**src/rtl/anxb_pkg.sv**
```systemverilog
package anxb_pkg;

  // Width of the per-unit byte counter; the count saturates at its maximum.
  localparam int unsigned LENGTH_BITS = 24;
  localparam logic [LENGTH_BITS-1:0] LEN_MAX = {LENGTH_BITS{1'b1}};

  // Width of the reported length field.
  localparam int unsigned OUT_LEN_W = 24;

  // Start code sizes in bytes.
  localparam logic [2:0] SC_SIZE_3 = 3'd3;
  localparam logic [2:0] SC_SIZE_4 = 3'd4;

  // NAL header bytes that select a class.
  localparam logic [7:0] HDR_SPS = 8'h67;
  localparam logic [7:0] HDR_PPS = 8'h68;
  localparam logic [7:0] HDR_SEI = 8'h06;
  localparam logic [7:0] HDR_IDR = 8'h65;
  localparam logic [7:0] HDR_P   = 8'h41;
  localparam logic [7:0] HDR_B   = 8'h01;

  typedef enum logic [2:0] {
    CLASS_UNKNOWN = 3'd0,
    CLASS_SPS     = 3'd1,
    CLASS_PPS     = 3'd2,
    CLASS_SEI     = 3'd3,
    CLASS_IDR     = 3'd4,
    CLASS_P       = 3'd5,
    CLASS_B       = 3'd6
  } unit_class_t;

  function automatic unit_class_t classify(input logic [7:0] hdr);
    unit_class_t cls;
    case (hdr)
      HDR_SPS: cls = CLASS_SPS;
      HDR_PPS: cls = CLASS_PPS;
      HDR_SEI: cls = CLASS_SEI;
      HDR_IDR: cls = CLASS_IDR;
      HDR_P:   cls = CLASS_P;
      HDR_B:   cls = CLASS_B;
      default: cls = CLASS_UNKNOWN;
    endcase
    return cls;
  endfunction

endpackage

```
**src/rtl/anxb_if.sv**
```systemverilog
// Input channel: one stream byte per item.
interface anxb_byte_if;
  logic       valid;
  logic       ready;
  logic [7:0] data_byte;
  logic       last_byte;

  modport source (output valid, output data_byte, output last_byte, input ready);
  modport sink (input valid, input data_byte, input last_byte, output ready);
endinterface

// Output channel: one finished NAL unit per item.
interface anxb_unit_if;
  logic                           valid;
  logic                           ready;
  logic [anxb_pkg::OUT_LEN_W-1:0] unit_length;
  logic [2:0]                     unit_class;
  logic [2:0]                     start_code_size;
  logic                           length_saturated;

  modport source (output valid, output unit_length, output unit_class,
                  output start_code_size, output length_saturated, input ready);
  modport sink (input valid, input unit_length, input unit_class,
                input start_code_size, input length_saturated, output ready);
endinterface

```
**src/rtl/annexb_nal_splitter_unit.sv**
```systemverilog
// Splits an H.264 Annex B elementary stream, fed one byte per item, into NAL
// units and emits one item per finished unit carrying its length (its own
// start code included), a class taken from the byte right after the start
// code, the size of that start code (3 or 4) and a flag that is set when the
// length counter saturated and the length was clamped. Two zeros and a 0x01
// form a 3-byte start code; three or more zeros and a 0x01 form a 4-byte one,
// and any zeros beyond three stay with the previous unit. Bytes before the
// first start code are dropped. A byte marked last flushes the open unit and
// returns the block to its reset state; if that byte completes a start code,
// the unit it ends is reported and the empty new unit is discarded. The block
// takes one byte every cycle: each byte passes through an input register and
// a single step of scanner logic into the result register, from which the
// finished unit is offered to the downstream side. The only thing that slows
// the input is a result register that is full and not being taken by the
// downstream side.
module annexb_nal_splitter_unit (
  input logic       clk,
  input logic       rst,
  anxb_byte_if.sink bytes,
  anxb_unit_if.source units
);
  import anxb_pkg::*;

  // Input register stage.
  logic       s1_valid;
  logic [7:0] s1_data;
  logic       s1_last;

  // Scanner state.
  logic [1:0]             zero_run;
  logic                   inside_unit;
  logic                   header_pending;
  logic [LENGTH_BITS-1:0] byte_count;
  unit_class_t            current_class;
  logic [2:0]             current_start_size;
  logic                   count_overflow;

  logic [1:0]             zero_run_next;
  logic                   inside_unit_next;
  logic                   header_pending_next;
  logic [LENGTH_BITS-1:0] byte_count_next;
  unit_class_t            current_class_next;
  logic [2:0]             current_start_size_next;
  logic                   count_overflow_next;

  // Result register.
  logic                   res_valid;
  logic [OUT_LEN_W-1:0]   res_length;
  unit_class_t            res_class;
  logic [2:0]             res_size;
  logic                   res_sat;

  logic                   emit;
  logic [LENGTH_BITS-1:0] emit_length;
  unit_class_t            emit_class;
  logic [2:0]             emit_size;
  logic                   emit_sat;

  logic                   res_free;
  logic                   s1_fire;
  logic                   start;
  logic                   long_code;
  logic [LENGTH_BITS-1:0] code_zeros;

  // The result register can be written when it is empty or being drained;
  // the input stage moves on exactly then, so one byte flows per cycle.
  assign res_free    = !res_valid || units.ready;
  assign s1_fire     = s1_valid && res_free;
  assign bytes.ready = !s1_valid || res_free;

  assign start      = (s1_data == 8'h01) && zero_run[1];
  assign long_code  = (zero_run == 2'd3);
  assign code_zeros = long_code ? LENGTH_BITS'(3) : LENGTH_BITS'(2);

  always_comb begin
    zero_run_next           = zero_run;
    inside_unit_next        = inside_unit;
    header_pending_next     = header_pending;
    byte_count_next         = byte_count;
    current_class_next      = current_class;
    current_start_size_next = current_start_size;
    count_overflow_next     = count_overflow;
    emit                    = 1'b0;
    emit_length             = byte_count;
    emit_class              = current_class;
    emit_size               = current_start_size;
    emit_sat                = count_overflow;

    if (start) begin
      // A start code closes the open unit; its trailing zeros belong to the
      // new code, so they come off the old unit's length.
      if (inside_unit) begin
        emit = 1'b1;
        if (count_overflow) begin
          emit_length = LEN_MAX;
        end else if (byte_count >= code_zeros) begin
          emit_length = byte_count - code_zeros;
        end else begin
          emit_length = '0;
        end
      end
      inside_unit_next        = 1'b1;
      header_pending_next     = 1'b1;
      byte_count_next         = long_code ? LENGTH_BITS'(4) : LENGTH_BITS'(3);
      current_class_next      = CLASS_UNKNOWN;
      current_start_size_next = long_code ? SC_SIZE_4 : SC_SIZE_3;
      count_overflow_next     = 1'b0;
      zero_run_next           = 2'd0;
    end else begin
      if (s1_data == 8'h00) begin
        if (zero_run != 2'd3) begin
          zero_run_next = zero_run + 2'd1;
        end
      end else begin
        zero_run_next = 2'd0;
      end
      if (inside_unit) begin
        if (byte_count == LEN_MAX) begin
          count_overflow_next = 1'b1;
        end else begin
          byte_count_next = byte_count + 1'b1;
        end
        if (header_pending) begin
          current_class_next  = classify(s1_data);
          header_pending_next = 1'b0;
        end
      end
    end

    if (s1_last) begin
      // The final byte flushes the open unit with its updated totals.
      if (!start && inside_unit) begin
        emit        = 1'b1;
        emit_length = byte_count_next;
        emit_class  = current_class_next;
        emit_size   = current_start_size_next;
        emit_sat    = count_overflow_next;
      end
      zero_run_next           = 2'd0;
      inside_unit_next        = 1'b0;
      header_pending_next     = 1'b0;
      byte_count_next         = '0;
      current_class_next      = CLASS_UNKNOWN;
      current_start_size_next = SC_SIZE_3;
      count_overflow_next     = 1'b0;
    end
  end

  always_ff @(posedge clk) begin
    if (rst) begin
      s1_valid           <= 1'b0;
      res_valid          <= 1'b0;
      zero_run           <= 2'd0;
      inside_unit        <= 1'b0;
      header_pending     <= 1'b0;
      byte_count         <= '0;
      current_class      <= CLASS_UNKNOWN;
      current_start_size <= SC_SIZE_3;
      count_overflow     <= 1'b0;
    end else begin
      if (bytes.ready) begin
        s1_valid <= bytes.valid;
      end
      if (res_free) begin
        res_valid <= s1_fire && emit;
      end
      if (s1_fire) begin
        zero_run           <= zero_run_next;
        inside_unit        <= inside_unit_next;
        header_pending     <= header_pending_next;
        byte_count         <= byte_count_next;
        current_class      <= current_class_next;
        current_start_size <= current_start_size_next;
        count_overflow     <= count_overflow_next;
      end
    end
  end

  // Payload registers.
  always_ff @(posedge clk) begin
    if (bytes.valid && bytes.ready) begin
      s1_data <= bytes.data_byte;
      s1_last <= bytes.last_byte;
    end
    if (s1_fire && emit) begin
      res_length <= OUT_LEN_W'(emit_length);
      res_class  <= emit_class;
      res_size   <= emit_size;
      res_sat    <= emit_sat;
    end
  end

  assign units.valid            = res_valid;
  assign units.unit_length      = res_length;
  assign units.unit_class       = res_class;
  assign units.start_code_size  = res_size;
  assign units.length_saturated = res_sat;

  // A header can only be awaited inside an open unit.
  a_header_in_unit: assert property (@(posedge clk) disable iff (rst)
    header_pending |-> inside_unit)
    else $error("header pending outside a unit");

  // An open unit always holds at least its 3-byte start code.
  a_count_floor: assert property (@(posedge clk) disable iff (rst)
    inside_unit |-> (byte_count >= LENGTH_BITS'(3)))
    else $error("open unit shorter than a start code");

  // A reported unit carries a legal start code size.
  a_result_size: assert property (@(posedge clk) disable iff (rst)
    res_valid |-> (res_size == SC_SIZE_3 || res_size == SC_SIZE_4))
    else $error("result with illegal start code size");

  // After the final byte is processed the scanner is back at reset.
  a_flush_clears: assert property (@(posedge clk) disable iff (rst)
    (s1_fire && s1_last) |=> (!inside_unit && zero_run == 2'd0 && !count_overflow))
    else $error("scanner not cleared after final byte");

endmodule
```
**src/flat_wrapper.sv**
```systemverilog
// flat-port wrapper written by rule: the top's interface ports become plain ports
module annexb_nal_splitter_unit_flat import anxb_pkg::*;
  (clk, rst, bytes_valid, bytes_data_byte, bytes_last_byte, bytes_ready, units_valid, units_unit_length, units_unit_class, units_start_code_size, units_length_saturated, units_ready);
  anxb_byte_if bytes_i ();
  anxb_unit_if units_i ();
  input logic clk;
  input logic rst;
  input wire logic [$bits(bytes_i.valid)-1:0] bytes_valid;
  input wire logic [$bits(bytes_i.data_byte)-1:0] bytes_data_byte;
  input wire logic [$bits(bytes_i.last_byte)-1:0] bytes_last_byte;
  output wire logic [$bits(bytes_i.ready)-1:0] bytes_ready;
  output wire logic [$bits(units_i.valid)-1:0] units_valid;
  output wire logic [$bits(units_i.unit_length)-1:0] units_unit_length;
  output wire logic [$bits(units_i.unit_class)-1:0] units_unit_class;
  output wire logic [$bits(units_i.start_code_size)-1:0] units_start_code_size;
  output wire logic [$bits(units_i.length_saturated)-1:0] units_length_saturated;
  input wire logic [$bits(units_i.ready)-1:0] units_ready;
  assign bytes_i.valid = bytes_valid;
  assign bytes_i.data_byte = bytes_data_byte;
  assign bytes_i.last_byte = bytes_last_byte;
  assign bytes_ready = bytes_i.ready;
  assign units_valid = units_i.valid;
  assign units_unit_length = units_i.unit_length;
  assign units_unit_class = units_i.unit_class;
  assign units_start_code_size = units_i.start_code_size;
  assign units_length_saturated = units_i.length_saturated;
  assign units_i.ready = units_ready;
  annexb_nal_splitter_unit u_core (.clk(clk), .rst(rst), .bytes(bytes_i), .units(units_i));
endmodule
```
**config.mk**
```make
export PLATFORM = sky130hd
export DESIGN_NAME = annexb_nal_splitter_unit_flat
export DESIGN_NICKNAME = d
export VERILOG_FILES = /design/src/rtl/anxb_pkg.sv /design/src/rtl/anxb_if.sv /design/src/rtl/annexb_nal_splitter_unit.sv /design/src/flat_wrapper.sv
export SDC_FILE = /design/constraint.sdc
export NUM_CORES = 1
export LEC_CHECK = 0
export BUFFER_PORTS_ARGS = -buffer_cell sky130_fd_sc_hd__clkbuf_2
export CAP_MARGIN = 10
export CORE_ASPECT_RATIO = 0.8
export CORE_MARGIN = 2
export CORE_UTILIZATION = 30
export CTS_CLUSTER_SIZE = 8
export DETAILED_ROUTE_END_ITERATION = 10
export MAX_ROUTING_LAYER = met4
export PLACE_DENSITY_LB_ADDON = 0.15
export RECOVER_POWER = 100
export SYNTH_ARGS = -nofsm -noshare
export SYNTH_HDL_FRONTEND = slang
export SYNTH_SLANG_ARGS = --single-unit
```
**constraint.sdc**
```tcl
create_clock -name clk -period 2.7 [get_ports clk]
set_input_delay 0.405 -clock clk [delete_from_list [all_inputs] [get_ports clk]]
set_output_delay 0.405 -clock clk [all_outputs]
set_load 0.005 [all_outputs]
```
==> run_results.csv, run 1 <==
group,metric,value,unit
route,viasPerCell,5.62,
grt,grtUsageTotal,0.212,
pwr,p_leak,0.00214,uW
grt,overflow,0,
sta,period_share,0.966,
setup_path,cp_max_fo,7,
route,wl_per_cell,19.8,um
route,drc,0,
die,ioPinCount,46,
sta,setup_ws,0.0914,ns
yosys,avgSynthCellArea,8.47,um^2
place,gp_congestion,0.971,
grt,use_met1,0.330,
grt,top_usage_layer,"met1",
layout,n_antenna_cell,0,
grt,grt_pass1_vias,4577,
setup_path,endpoint_kind,"flop",
sta,min_period,2.61,ns
route,totalWireLength,17400,um
pwr,vdd_ir_drop_max,0.301,mV
layout,final_common_cell,"buf_4",
grt,grt_max_degree,32,
sta,hold_viol_final,0,
layout,layout-drive-gt1-share,0.214,
yosys,synth-edff-count,40,
pwr,p_per_area,457,nW/um^2
die,rows,41,
setup_path,critical_path_class,"flop to flop",
die,dieArea,17200,um^2
route,firstDrtPassIters,5,
yosys,netlist_instances,573,
setup_path,crit_path_max_incr_delay,0.61,ns
sta,setup_viol_count_final,0,
cts,cts.repair_timing.setup_buffer_count,0,
cts,insertion_delay,0.35,ns
yosys,synth_seq_cells,77,
sta,tightest_slew,0.758,ns
cts,cts.clk_slew.worst_paths,0.06,ns
place,dp_slack,0.0793,ns
setup_path,path_cells,"ha_2 -> nand3_2 -> or4_4 -> o21ai_4 -> nor4_1 -> or3_1 -> and3_1",
setup_path,critPathLaunchType,"flop",
yosys,synthArstFlopShare,0,
cts,root_buffer,"clkbuf_16",
cts,cts_tree,"built",
yosys,syn_nets,591,
die,die_h,118,um
place,dp_hpwl,13400,um
sta,rsz0062_at_grt,"no",
yosys,synth_cell_type_count,67,
die,initial_core_util,0.307,
pwr,finalPower,2760,uW
yosys,ys_seq_area_frac,0.400,
place,dpl_cell_area,5760,um^2
sta,hold_ws,0.223,ns
grt,antenna_found_initial,0,
cts,h-tree-depth,3,
die,core-area,15800,um^2
grt,use_met2,0.276,
status,status,"finished, final reports clean",
yosys,yosysWarnings,0,
grt,met3_usage,0.0391,
sta,maxSlewHeadroom,0.490,
worst_hold_path,hp-class,"primary input to flop",
setup_path,r2r_cells,7,
setup_path,worstPathRequired,2.80,ns
layout,nNetsFinal,676,
sta,finalMaxSlewViolations,0,
die,die_w,146,um
sta,max_freq,0.383,GHz
layout,most-common-layout-cells,"buf_4, o21ai_0, nor2_1, a21oi_1, edfxtp_1",
yosys,syn_area,4850,um^2
layout,stdcell_area,6040,um^2
sta,finClkSkew,0.00767,ns
setup_path,crit_arrival,2.71,ns
yosys,synthFlopType,"edfxtp_1",
route,num_vias,4933,
layout,syn_to_final_growth,24.5,%
route,ant_nets,0,
setup_path,slowest_stage,"or4_4",
job,max-cap-violations,0,
cts,ctsLongestPathBuffers,2,
grt,grt_pass1_wl,27400,um
sta,setup_tns,0,ns
route,dr.first_iter.drc_count,630,
place,io_buffer_count,45,
cts,cts_buffers,9,
worst_hold_path,hold_path_depth,1,
cts,cts.sinks,77,
layer usage:
| metal | vias to the layer above | share of wire | wire length [um] |
|---|---|---|---|
| met5 | - | 0 | 0 |
| met4 | 0 | 0.013 | 219 |
| met3 | 19 | 0.080 | 1400 |
| met2 | 226 | 0.39 | 6850 |
| met1 | 2337 | 0.51 | 8930 |
| li1 | 2351 | - | - |
per-stage QoR:
step | util | instances
2_1_floorplan | - | 573
3_3_place_gp | 0.364 | 862
3_5_place_dp | 0.364 | 862
4_1_cts | 0.386 | 878
5_1_grt | 0.382 | 878
6_report | 0.382 | 878
critical path, delay by kind of cell (launching register included):
| kind | cells | cell delay, ns |
|---|---|---|
| AOI/OAI and AO/OA | 1 | 0.16 |
| adders and majority gates | 1 | 0.31 |
| DFF | 1 | 0.47 |
| and+or+nand+nor | 5 | 1.42 |
kinds of logic (layout without fill, tap and decap cells):
logic type	count (synthesis)	after routing	share of synthesized area
flip-flops	77	77	0.400
XOR/XNOR	15	15	0.0271
buffers and inverters	68	158	0.0591
AO/OA/AOI/OAI	179	179	0.234
AND/OR/NAND/NOR	223	223	0.253
adder cells (fa/ha/maj)	5	5	0.0129
multiplexers	6	6	0.0132
worst paths after layout:
path                                     start                              end  slack (ns)
hold reg to reg   u_core.current_start_size[2]  u_core.units.start_code_size[2]        0.43
setup reg to reg          u_core.byte_count[0]      u_core.units.unit_length[6]        0.09
hold / removal              bytes_data_byte[7]                u_core.s1_data[7]        0.22
setup / recovery          u_core.byte_count[0]      u_core.units.unit_length[6]        0.09
cells in the mapped netlist, types with 6 or more instances:
cell      instances  area [um^2]
o21ai_0          45          225
a21oi_1          43          215
nor2_1           43          161
edfxtp_1         40         1200
dfxtp_1          37          741
nand2_1          37          139
clkbuf_1         32          120
nor3_1           25          125
nand4_1          24          150
nand3_1          22          110
a31oi_1          19          119
buf_2            19         95.1
nor4_1           14         87.6
inv_1            13         48.8
xnor2_1          10         87.6
or3_1             9         56.3
and3_1            8         50.1
o22ai_1           8         50.1
and2_1            7         43.8
and4_1            7         61.3
o211ai_1          7         52.6
a211oi_1          6         45.0
a21o_1            6         45.0
area by class of cell:
class                      instances  area (um^2)
clock inverter                     6          111
multi-input combinational        428         2640
timing repair buffer             129          798
fill                            1679         9760
tap                              215          269
inverter                          13         48.8
clock buffer                      10          229
sequential                        77         1940
registers in the layout, summed over array words and instances (netlist names), 2 cells and up:
signal                        cells
u_core.units.unit_length         24
u_core.current_class              3
u_core.byte_count                24
u_core.current_start_size         3
u_core.units.unit_class           3
u_core.units.start_code_size      3
u_core.zero_run                   2
u_core.s1_data                    8
power by group:
part           switching, uW  leakage, uW  total (uW)  internal, uW
clock network            506     0.000163        1410           903
registers               15.1     0.000613        1250          1230
logic                   62.7      0.00136        98.0          35.3
repair_timing:
action	4_1_cts	5_1_grt
hold buffers	0	0
endpoints found under the setup margin	0	11
resized for setup	0	5
Note: power is estimated with default switching activity, not from simulation.
==> run 2, diff against run 1 <==
--- a/config.mk
+++ b/config.mk
@@ -7,6 +7,8 @@
 export LEC_CHECK = 0
 export BUFFER_PORTS_ARGS = -buffer_cell sky130_fd_sc_hd__clkbuf_2
 export CAP_MARGIN = 10
+export CELL_PAD_IN_SITES_DETAIL_PLACEMENT = 2
+export CELL_PAD_IN_SITES_GLOBAL_PLACEMENT = 2
 export CORE_ASPECT_RATIO = 0.8
 export CORE_MARGIN = 2
 export CORE_UTILIZATION = 30
==> run 2 against run 1 <==
Effect of this change:
- sequential share of layout area barely moved
- non-clock buffer count down 12
- clock power is 9.9% higher
- core utilization grew 0.095 points
- first-iteration DRC count is 21% lower
- highest routed layer unchanged
==> run_results.csv, run 2 (same netlist as run 1, synthesis figures left out) <==
group,metric,value,unit
setup_path,crit_arrival,2.77,ns
cts,h-tree-depth,3,
setup_path,r2r_cells,7,
cts,cts.clk_slew.worst_paths,0.07,ns
setup_path,cp-startpoint,"u_core.byte_count[0]",
route,wl_per_cell,24.0,um
cts,cts_hold_buf,0,
sta,min_period,2.65,ns
cts,root_buffer,"clkbuf_16",
die,core-area,15800,um^2
sta,max_freq,0.377,GHz
die,ioPinCount,46,
grt,grt_max_degree,28,
layout,utilization,0.383,
setup_path,r2r_end,"u_core.units.unit_length[6]",
place,io_buffer_count,45,
cts,cts_buffers,9,
sta,finClkSkew,0.00939,ns
die,dieArea,17200,um^2
sta,tightest_slew,0.934,ns
layout,nNetsFinal,664,
status,status,"finished, final reports clean",
die,rows,41,
grt,grt_pass1_vias,5337,
layout,most-common-layout-cells,"buf_4, o21ai_0, nor2_1, a21oi_1, edfxtp_1",
setup_path,worstPathRequired,2.81,ns
sta,maxSlewHeadroom,0.375,
route,viasPerCell,5.89,
layout,syn_to_final_growth,24.8,%
sta,setup_ws,0.0456,ns
place,dp_hpwl,15700,um
layout,fin_cells,866,
sta,hold_viol_final,0,
pwr,vdd_ir_drop_max,0.299,mV
sta,period_share,0.983,
cts,ctsLongestPathBuffers,2,
route,num_vias,5104,
sta,finalMaxSlewViolations,0,
cts,cts.sinks,77,
setup_path,critPathLaunchType,"flop",
setup_path,endpoint_kind,"flop",
die,die_w,146,um
worst_hold_path,worstHoldStart,"bytes_data_byte[5]",
setup_path,reg2reg_slack,0.05,ns
layout,final_common_cell,"buf_4",
route,dr.first_iter.drc_count,495,
worst_hold_path,hp-class,"primary input to flop",
job,max-cap-violations,0,
setup_path,cp_max_fo,7,
grt,grt_pass1_wl,32100,um
layout,layout-drive-gt1-share,0.224,
route,firstDrtPassIters,5,
setup_path,critical_path_class,"flop to flop",
place,placedCellCount,848,
sta,setup_tns,0,ns
die,die_h,118,um
cts,insertion_delay,0.36,ns
grt,grtUsageTotal,0.252,
worst_hold_path,hold_path_depth,1,
sta,rsz0062_at_grt,"yes",
cts,cts_tree,"built",
grt,overflow,0,
grt,antenna_found_initial,0,
worst_hold_path,holdPathEnd,"u_core.s1_data[5]",
route,drc,0,
route,ant_nets,0,
sta,setup_viol_count_final,0,
place,gp_congestion,0.945,
route,totalWireLength,20800,um
die,initial_core_util,0.307,
place,dp_slack,-0.0873,ns
setup_path,r2r-start,"u_core.byte_count[0]",
pwr,p_per_area,479,nW/um^2
layout,n_antenna_cell,0,
pwr,p_leak,0.00214,uW
-- run 2: per-stage QoR --
stage               instance area [um^2]  hold WS, ns  power, uW
global route                        6050        0.208       2980
detailed placement                  5650        0.426       1370
CTS                                 6030        0.209       2940
finish                              6050        0.221       2900
floorplan                           4850        0.436       1320
global placement                    5650        0.417       1370
-- run 2: layout make-up --
type,count,area [um^2]
multi-input combinational,428,2660
sequential,77,1950
timing repair buffer,117,757
fill,1829,9750
inverter,13,48.8
clock inverter,7,145
clock buffer,9,225
tap,215,269
-- run 2: what timing repair did --
| action | 4_1_cts | 5_1_grt |
|---|---|---|
| pin swaps | 0 | 1 |
| setup endpoints to repair | 1 | 13 |
| setup buffers | 0 | 1 |
| gates resized for setup | 2 | 9 |
-- run 2: how the worst max path moves through the flow --
stage	to	slack (ns)	cells after the start
after detailed placement	u_core.units.unit_length[6]	-0.09	7
final	u_core.units.unit_length[6]	0.05	7
after global placement	u_core.units.unit_length[6]	-0.009	7
after floorplan	u_core.units.length_saturated	0.09	6
after CTS	u_core.units.unit_length[6]	0.04	7
after global routing	u_core.units.unit_length[13]	-0.03	9
-- run 2: where the power goes --
part | internal (uW) | switching (uW) | leakage [uW]
Sequential | 1230 | 16.4 | 0.000614
Clock | 1000 | 548 | 0.000177
Combinational | 33.0 | 64.8 | 0.00135
Total | 2270 | 630 | 0.00214
-- run 2: worst max-delay path, stage by stage, from the launching register on --
cell	delay, ns
dfxtp_2	0.41
ha_1	0.31
nand3_2	0.17
or4_4	0.62
o21ai_4	0.19
nor4_1	0.09
or3_1	0.42
and3_1	0.20
-- run 2: layer usage --
layer  routed length [um]  global-route usage  part of all wire  vias up
met1                10300               0.361              0.49     2600
li1                     -                   -                 -     2326
met5                    0                   -                 0        -
met2                 8800               0.358              0.42      155
met3                 1370              0.0562             0.066       23
met4                  338              0.0674             0.016        0
==> run 3, diff against run 2 <==
--- a/config.mk
+++ b/config.mk
@@ -15,7 +15,7 @@
 export CTS_CLUSTER_SIZE = 8
 export DETAILED_ROUTE_END_ITERATION = 10
 export MAX_ROUTING_LAYER = met4
-export PLACE_DENSITY_LB_ADDON = 0.15
+export PLACE_DENSITY = 0.79
 export RECOVER_POWER = 100
 export SYNTH_ARGS = -nofsm -noshare
 export SYNTH_HDL_FRONTEND = slang
==> run 3 against run 2 <==
Effect of this change:
- via count is 1.3% higher
- global-route usage is 0.057 points higher
- final area is 1.5% lower
- maximum frequency is 3.0% higher
- sequential power hardly changed
- critical endpoint unchanged
- setup slack better by 0.077 ns
- register-to-register slack better by 0.08 ns
- non-clock buffer count is 3 higher
==> run_results.csv, run 3 (same netlist as run 1, synthesis figures left out) <==
group,metric,value,unit
status,status,"finished, final reports clean",
grt,antenna_found_initial,0,
die,ioPinCount,46,
sta,rsz0062_at_grt,"no",
worst_hold_path,holdPathEnd,"u_core.s1_data[0]",
sta,tightest_slew,0.826,ns
cts,cts.repair_timing.setup_buffer_count,0,
sta,finalMaxSlewViolations,0,
die,rows,41,
die,core-area,15800,um^2
route,totalWireLength,20800,um
cts,ctsLongestPathBuffers,2,
layout,syn_to_final_growth,23.0,%
layout,fin_cells,869,
place,placedCellCount,853,
layout,nNetsFinal,667,
sta,setup_viol_count_final,0,
die,die_h,118,um
route,drc,0,
pwr,p_per_area,427,nW/um^2
setup_path,reg2reg_slack,0.12,ns
layout,final_common_cell,"buf_4",
setup_path,crit_path_max_incr_delay,0.62,ns
pwr,vdd_ir_drop_max,0.292,mV
cts,post_cts_resized,0,
cts,h-tree-depth,3,
setup_path,endpoint_kind,"flop",
setup_path,crit_arrival,2.68,ns
setup_path,r2r_end,"u_core.units.unit_length[6]",
die,dieArea,17200,um^2
cts,cts_hold_buf,0,
worst_hold_path,worstHoldStart,"bytes_data_byte[0]",
setup_path,path_cells,"ha_2 -> nand3_2 -> or4_4 -> o21ai_4 -> nor4_1 -> or3_1 -> and3_1",
place,gp_congestion,0.928,
layout,layout-drive-gt1-share,0.213,
setup_path,critical_path_class,"flop to flop",
sta,period_share,0.955,
setup_path,slowest_stage,"or4_4",
place,dp_hpwl,15700,um
route,ant_nets,0,
place,io_buffer_count,45,
layout,n_antenna_cell,0,
job,max-cap-violations,0,
layout,most-common-layout-cells,"buf_4, o21ai_0, nor2_1, a21oi_1, edfxtp_1",
grt,overflow,0,
sta,min_period,2.58,ns
sta,hold_viol_final,0,
pwr,p_leak,0.00209,uW
sta,maxSlewHeadroom,0.445,
setup_path,worstPathRequired,2.81,ns
cts,cts_tree,"built",
cts,insertion_delay,0.36,ns
setup_path,critPathLaunchType,"flop",
die,die_w,146,um
route,num_vias,5169,
setup_path,r2r-start,"u_core.byte_count[0]",
route,wl_per_cell,24.0,um
cts,cts.sinks,77,
grt,grtUsageTotal,0.253,
setup_path,cp_max_fo,7,
sta,max_freq,0.388,GHz
grt,grt_pass1_vias,5408,
route,dr.first_iter.drc_count,393,
worst_hold_path,hp-class,"primary input to flop",
cts,cts_buffers,9,
grt,grt_pass1_wl,32600,um
sta,finClkSkew,0.0115,ns
grt,grt_max_degree,24,
die,initial_core_util,0.307,
route,viasPerCell,5.95,
route,firstDrtPassIters,4,
cts,cts.clk_slew.worst_paths,0.07,ns
sta,setup_tns,0,ns
setup_path,crit_buf_inv,0,
setup_path,cpLargestDelayFamily,"simple AND/OR/NAND/NOR gates",
setup_path,r2r_cells,7,
cts,root_buffer,"clkbuf_16",
worst_hold_path,hold_path_depth,1,
-- run 3: how the worst max path moves through the flow --
stage | startpoint | to | depth (start not counted)
2_1_floorplan | u_core.s1_data[2] | u_core.units.length_saturated | 6
3_3_place_gp | u_core.byte_count[0] | u_core.units.unit_length[6] | 7
3_5_place_dp | u_core.zero_run[0] | u_core.units.unit_length[9] | 10
4_1_cts | u_core.zero_run[0] | u_core.units.unit_length[9] | 10
5_1_grt | u_core.byte_count[0] | u_core.units.unit_length[6] | 7
6_report | u_core.byte_count[0] | u_core.units.unit_length[6] | 7
-- run 3: cell type report --
| cell class | count | area, um^2 |
|---|---|---|
| clock inverter | 7 | 57.6 |
| clock buffer | 9 | 225 |
| sequential | 77 | 1940 |
| timing repair buffer | 120 | 741 |
| fill | 1822 | 9840 |
| inverter | 13 | 48.8 |
| multi-input combinational | 428 | 2680 |
| tap | 215 | 269 |
-- run 3: per-stage QoR --
| step | hold slack, ns | util | area (um^2) | total power (uW) | worst slack (ns) |
|---|---|---|---|---|---|
| 4_1_cts | 0.214 | 0.378 | 5970 | 2570 | 0.0248 |
| 3_3_place_gp | 0.415 | 0.360 | 5690 | 1370 | 0.139 |
| 6_report | 0.218 | 0.377 | 5960 | 2550 | 0.123 |
| 3_5_place_dp | 0.420 | 0.360 | 5690 | 1370 | 0.0225 |
| 5_1_grt | 0.206 | 0.377 | 5960 | 2620 | 0.00656 |
| 2_1_floorplan | 0.436 | - | 4850 | 1320 | 0.0928 |
-- run 3: routing by layer --
metal,vias to the layer above,GRT usage,part of all wire
met5,-,-,0
met4,0,0.0613,0.014
met3,23,0.0605,0.059
met2,136,0.374,0.44
met1,2670,0.349,0.48
li1,2340,-,-
-- run 3: power by group --
group / switching (uW) / internal (uW)
Sequential: 19.2 / 1230
Clock: 559 / 634
Combinational: 65.2 / 34.3
Total: 644 / 1900
